--- src/rtl/wpe_pkg.sv ---
package wpe_pkg;

    // Default sizes of the line store and the sample word.
    localparam int unsigned MAX_WIDTH_DEF   = 1024;
    localparam int unsigned MAX_KERNEL_DEF  = 8;
    localparam int unsigned SAMPLE_BITS_DEF = 16;

    // Fixed limits of the register ranges.
    localparam int unsigned ROW_LIMIT   = 1024;
    localparam int unsigned SLICE_LIMIT = 256;

    // Configuration port and result field widths.
    localparam int unsigned CFG_IDX_W   = 3;
    localparam int unsigned CFG_DATA_W  = 11;
    localparam int unsigned OUT_COL_W   = 10;
    localparam int unsigned OUT_ROW_W   = 10;
    localparam int unsigned OUT_SLICE_W = 8;

    // Depth of the job queue between front and back.
    localparam int unsigned QUEUE_DEPTH = 2;

    typedef enum logic [CFG_IDX_W-1:0] {
        REG_IN_WIDTH  = 3'd0,
        REG_IN_HEIGHT = 3'd1,
        REG_IN_DEPTH  = 3'd2,
        REG_KERNEL    = 3'd3,
        REG_STRIDE    = 3'd4,
        REG_POOL_MODE = 3'd5
    } t_reg_idx;

    typedef enum logic [1:0] {
        MODE_MAX = 2'd0,
        MODE_MIN = 2'd1,
        MODE_AVG = 2'd2
    } t_pool_mode;

    // Effective (clamped) configuration seen by front and back.
    typedef struct packed {
        logic [10:0] w;
        logic [10:0] h;
        logic [8:0]  d;
        logic [3:0]  k;
        logic [3:0]  s;
        logic [1:0]  mode;
    } t_cfg;

    typedef enum logic [1:0] {
        F_IDLE,
        F_DIV,
        F_PUSH
    } t_front_state;

    typedef enum logic [2:0] {
        B_IDLE,
        B_SCAN,
        B_DRAIN,
        B_DIVLD,
        B_DIV,
        B_OUT
    } t_back_state;

endpackage

--- src/rtl/wpe_queue.sv ---
module wpe_queue #(
    parameter type t_job = logic
) (
    input  logic i_clk,
    input  logic i_rst_n,
    input  logic i_push,
    input  t_job i_data,
    output logic o_full,
    input  logic i_pop,
    output t_job o_data,
    output logic o_empty
);
    import wpe_pkg::*;

    localparam int unsigned DEPTH = QUEUE_DEPTH;
    localparam int unsigned AW    = (DEPTH > 1) ? $clog2(DEPTH) : 1;
    localparam int unsigned NW    = $clog2(DEPTH + 1);

    t_job          r_buf [DEPTH];
    logic [AW-1:0] r_wp, r_rp;
    logic [NW-1:0] r_cnt;
    logic          do_push, do_pop;

    assign o_full  = (int'(r_cnt) == int'(DEPTH));
    assign o_empty = (r_cnt == '0);
    assign do_push = i_push && !o_full;
    assign do_pop  = i_pop && !o_empty;
    assign o_data  = r_buf[r_rp];

    always_ff @(posedge i_clk) begin
        if (!i_rst_n) begin
            r_wp  <= '0;
            r_rp  <= '0;
            r_cnt <= '0;
        end else begin
            if (do_push) begin
                r_wp <= (int'(r_wp) == int'(DEPTH) - 1) ? '0 : r_wp + AW'(1);
            end
            if (do_pop) begin
                r_rp <= (int'(r_rp) == int'(DEPTH) - 1) ? '0 : r_rp + AW'(1);
            end
            if (do_push && !do_pop) begin
                r_cnt <= r_cnt + NW'(1);
            end else if (do_pop && !do_push) begin
                r_cnt <= r_cnt - NW'(1);
            end
        end
    end

    always_ff @(posedge i_clk) begin
        if (do_push) begin
            r_buf[r_wp] <= i_data;
        end
    end

endmodule

--- config.mk ---
export PLATFORM = sky130hd
export DESIGN_NAME = wpe_queue
export DESIGN_NICKNAME = d
export VERILOG_FILES = /design/src/rtl/wpe_pkg.sv /design/src/rtl/wpe_queue.sv
export SDC_FILE = /design/constraint.sdc
export NUM_CORES = 1
export LEC_CHECK = 0
export BUFFER_PORTS_ARGS = -buffer_cell sky130_fd_sc_hd__buf_2
export CORE_AREA = 2 2 39 41
export DETAILED_ROUTE_END_ITERATION = 10
export DIE_AREA = 0 0 41 43
export SKIP_CTS_REPAIR_TIMING = 1
export SLEW_MARGIN = 20
export SYNTH_ARGS = -nofsm -noshare
export SYNTH_HDL_FRONTEND = slang
export SYNTH_SLANG_ARGS = --single-unit
--- constraint.sdc ---
create_clock -name i_clk -period 1.6 [get_ports i_clk]
set_input_delay 0.32 -clock i_clk [delete_from_list [all_inputs] [get_ports i_clk]]
set_output_delay 0.32 -clock i_clk [all_outputs]
set_load 0.1 [all_outputs]
Yosys cells after proc, flatten, opt, wreduce, memory -nomap -nowiden --
Memory sizes are Yosys's and may differ from the RTL's. A register that Yosys moved wholly into a read port is not among the register bits. Cells that the tools add are included.
Storage, ports and cells: register bits after elaboration 4, memory bits (writable) 2, output and inout port bits 3, input bits 5, memories kept 1
Memory list:
- r_buf | words 2, bits a word 1, read ports 1, clocked after memory_dff 1, write ports 1, line wpe_queue.sv:19 | t_job r_buf [DEPTH];
Operators by class: equality and inequality tests 1, mux-type cells 8, $add $sub $neg 4, reductions and logical operators 10
Operators with widths (count):
- two-way mux 1 bit | 6
- logical AND 1 bit | 4
- logical NOT 1 bit | 4
- two-way mux 2 bit | 2
- adder 1 bit (second input constant) | 2
- adder 2 x 1 -> 2 bit (second input constant) | 1
- == test 2 bit (second input constant) | 1
- logical NOT 2 bit | 1
- nonzero test 2 bit | 1
- subtractor 2 x 1 -> 2 bit (second input constant) | 1

Longest topological paths before layout --
depth after elaboration 7, gate-level depth with buffers 7

Least setup slack after synthesis --
OpenSTA, ideal clock, no wires.
path type flip-flop to output port, from reg r_cnt[0], to out o_empty, data required time 1.280 ns, cell stages (with the launch flop) 2, arrival time 1.594 ns, slack -0.314 ns, cells stage by stage dfxtp_1 -> nor2_1
On the way: word-level cells in the longest chain between the ends 1
Ends and longest elaborated chain:
- from (decl) | line wpe_queue.sv:21 | logic [NW-1:0] r_cnt;
- from (signal assigned) | line wpe_queue.sv:43 | r_cnt <= r_cnt + NW'(1);
- from (signal assigned) | line wpe_queue.sv:45 | r_cnt <= r_cnt - NW'(1);
- logical NOT 2 bit | line wpe_queue.sv:25 | assign o_empty = (r_cnt == '0);
- to (decl) | line wpe_queue.sv:11 | output logic o_empty
Every way passes these cells.

Worst setup path in the final report --
from reg r_cnt[0], to reg r_cnt[1]
On the way: word-level cells in the longest chain between the ends 6, elaborated cells on any way between the ends 15, those cells by class add/sub (2); eq/ne (1); mux (2); reduce/logical (10)
Ends and longest elaborated chain (line):
- == test 2 bit or logical NOT 2 bit (tied branches) | wpe_queue.sv:24, wpe_queue.sv:25
- logical NOT 1 bit, on equally long branches | wpe_queue.sv:26, wpe_queue.sv:27
- logical AND 1 bit, on equally long branches | wpe_queue.sv:26, wpe_queue.sv:27
- logical NOT 1 bit, on equally long branches | wpe_queue.sv:44, wpe_queue.sv:42
- logical AND 1 bit, on equally long branches | wpe_queue.sv:44, wpe_queue.sv:42
- nonzero test 2 bit (no line) or two-way mux 2 bit (tied branches)
Parallel ways exist; a longest one is shown, timed or not. The select of a mux whose other input is x is not followed. A chain may end at the register's enable or synchronous reset.

==> results.rst <==
.. list-table::
   :header-rows: 1

   * - Metric
     - Value
   * - Post-layout min period
     - 1490 ps
   * - DR DRC count
     - 0
   * - Data required, critical path
     - 1770 ps
   * - H-tree level count
     - 1
   * - Y dimension of the die
     - around 43 um
   * - Number of slew-limit violations in the final report
     - 0
   * - Routed wirelength normalized by instance count
     - 8.45 um
   * - Setup TNS
     - 0 ps
   * - Share of the clock period used by the worst path
     - 0.933
   * - Minimum hold slack
     - between 200 and 300 ps
   * - MaxCap Viol Count
     - 0
   * - Number of antenna violations at the first check in global routing
     - 0
   * - Met3 Wirelength
     - between 40 and 50 um
   * - Iteration-0 DRC count of the detailed router
     - 2
   * - Count of antenna-violating nets left after detailed routing
     - 0
   * - Combined global-route utilization of all metal layers
     - 0.0768
   * - Unique masters post-synth
     - 19
   * - Die Span X
     - about 41 um
   * - Filler Cell Count
     - roughly 150
   * - Transition time at the pin with the least slew margin
     - just under 500 ps
   * - Count of endpoints failing setup in the final report
     - 0
   * - Met2 WL post-DR
     - around 230 um
   * - Length of the first detailed-routing pass in iterations
     - 3
   * - Post-Place Setup Slack
     - 70.8 ps
   * - Total global routing overflow
     - 0
   * - Syn Inst Count
     - 28
   * - Cell chosen for the clock root
     - sky130_fd_sc_hd__clkbuf_4
   * - Unrepaired setup endpoints after global routing
     - false
   * - Hold-critical path depth
     - 1
   * - Setup slack on the worst flop-to-flop path
     - about 110 ps
   * - Critical R2R Launch
     - r_cnt[0]$_SDFFE_PN0P_
   * - Initial Util
     - 0.221
   * - DR vias/cell
     - 4.04
   * - Count of boundary I/O pins
     - 8
   * - Uppermost routed layer
     - met3
   * - Total die area
     - roughly 0.0018 mm^2
   * - Yosys reg bits
     - 7
   * - Number of vias in the routed layout
     - ~230
   * - PortBufs
     - 7
   * - Data arrival time of the critical path
     - ~1700 ps
   * - Hold_sp
     - i_data
   * - First-pass GRT wire length
     - between 800 and 900 um
   * - Critical path endpoint category
     - flip-flop
   * - Last weighted congestion value of the routability-driven placer
     - about 0.66
   * - Storage element area
     - 165 um^2
   * - N_diodes
     - 0
   * - Classification of the worst-slack hold path
     - input port to flip-flop
   * - Number of rows in the core area
     - 14
   * - Vias in the first global route
     - 205
   * - Clock slew at the register clock pins of the worst setup and hold paths
     - approximately 50 ps
   * - Fraction of final layout cells with drive strength greater than 1
     - 0.450
   * - Hold path endpoint
     - r_buf[1]$_DFFE_PP_
   * - Detailed placement HPWL
     - a little under 400 um
   * - TritonCTS clock tree
     - built
   * - Critical R2R Capture
     - r_cnt[1]$_SDFFE_PN0P_
   * - Setup ws final
     - between 100 and 150 ps
   * - Bufs on Longest Clock Path
     - 2
   * - Net Count, Synth
     - 34
   * - Met1 wire length
     - a little over 200 um
   * - Max-slew headroom at the worst pin
     - 0.679
   * - Sequential cell area fraction in the yosys report
     - 0.525
   * - Number of buffers inserted during clock tree synthesis
     - 3
   * - Largest net degree at the start of global routing
     - 6
   * - Fin Clk Skew
     - 0.676 ps
   * - Mapped cell area
     - slightly above 300 um^2
   * - Type of origin of the critical path
     - flip-flop
   * - Number of warning messages in the yosys log
     - 0
   * - Fmax
     - between 600 and 700 MHz
   * - Final Routed Wirelength
     - between 400 and 500 um
   * - Area used by multi-input combinational logic
     - between 100 and 150 um^2
   * - Worst-path fanout max
     - 5
   * - Area delta synth->final
     - 41.4%
   * - Result of the run
     - completed
   * - Type of the worst setup path
     - flip-flop to flip-flop
   * - Synthesized area per cell
     - around 11 um^2
   * - Final-report hold violation count
     - 0
   * - Clock network latency to the later pin of the worst-skew pair
     - approximately 240 ps
   * - Worst reg2reg path depth
     - 6
   * - Final net count
     - 47
   * - CTS Sinks
     - 7
   * - Area of the core region
     - roughly 0.0014 mm^2
[worst max path at each step]
stage | from | cells after the start | endpoint
2_1_floorplan | r_cnt[1]$_SDFFE_PN0P_ | 6 | r_cnt[1]$_SDFFE_PN0P_
3_3_place_gp | r_cnt[0]$_SDFFE_PN0P_ | 6 | r_cnt[1]$_SDFFE_PN0P_
3_5_place_dp | r_cnt[0]$_SDFFE_PN0P_ | 6 | r_cnt[1]$_SDFFE_PN0P_
4_1_cts | r_cnt[0]$_SDFFE_PN0P_ | 6 | r_cnt[1]$_SDFFE_PN0P_
5_1_grt | r_cnt[0]$_SDFFE_PN0P_ | 6 | r_cnt[1]$_SDFFE_PN0P_
6_report | r_cnt[0]$_SDFFE_PN0P_ | 6 | r_cnt[1]$_SDFFE_PN0P_
[cell type report]
cell class	instances	area share
clock buffer	4	0.0609
timing repair buffer	8	0.133
tap	16	0.0464
multi-input combinational	19	0.342
inverter	2	0.0348
sequential	7	0.383
[Yosys cell counts, drive strengths merged]
| master | n | area share |
|---|---|---|
| a21boi | 2 | 0.049 |
| and2 | 3 | 0.061 |
| and3 | 1 | 0.021 |
| dfxtp | 5 | 0.33 |
| edfxtp | 2 | 0.20 |
| ha | 1 | 0.041 |
| inv | 2 | 0.025 |
| mux2 | 1 | 0.037 |
| nand2b | 1 | 0.021 |
| nor2 | 2 | 0.025 |
| nor3 | 1 | 0.033 |
| o21a | 1 | 0.025 |
| o21ai | 2 | 0.033 |
| or3 | 1 | 0.021 |
| xnor2 | 2 | 0.057 |
| xor2 | 1 | 0.029 |
[through the flow]
step,instance area [um^2],instances,utilization
final,432,56,0.312
after global routing,432,56,0.312
after CTS,420,55,0.304
after detailed placement,394,51,0.285
after global placement,394,51,0.285
after floorplan,324,28,-
[critical path, stage by stage (launching register included)]
cell and delay (ps):
sky130_fd_sc_hd__dfxtp_4 360, sky130_fd_sc_hd__nand2b_4 170, sky130_fd_sc_hd__inv_8 70, sky130_fd_sc_hd__nor2_1 40
sky130_fd_sc_hd__ha_1 310, sky130_fd_sc_hd__or3_1 340, sky130_fd_sc_hd__a21boi_1 130
[per-layer routing]
metal / track usage / up-vias
li1: - / 120
met1: 0.0852 / 100
met2: 0.100 / 6
met3: 0.0942 / 0
met4: 0 / 0
met5: 0 / -
[cells by family after synthesis]
kind of cell,synth area share
AND/OR/NAND/NOR,0.180
adder cells (fa/ha/maj),0.0410
buffers and inverters,0.0246
flip-flops,0.525
XOR/XNOR,0.0861
multiplexers,0.0369
AO/OA/AOI/OAI,0.107
[cells in the final DEF, fill, tap and decap left out, types with 2 or more instances in the layout]
| cell | instances |
|---|---|
| sky130_fd_sc_hd__dfxtp_1 | 3 |
| sky130_fd_sc_hd__clkbuf_4 | 3 |
| sky130_fd_sc_hd__and2_1 | 3 |
| sky130_fd_sc_hd__buf_2 | 6 |
| sky130_fd_sc_hd__edfxtp_1 | 2 |
| sky130_fd_sc_hd__xnor2_1 | 2 |
Power is not shown: default switching activity piles up to over one toggle a cycle in this logic, so the estimate is an artifact.
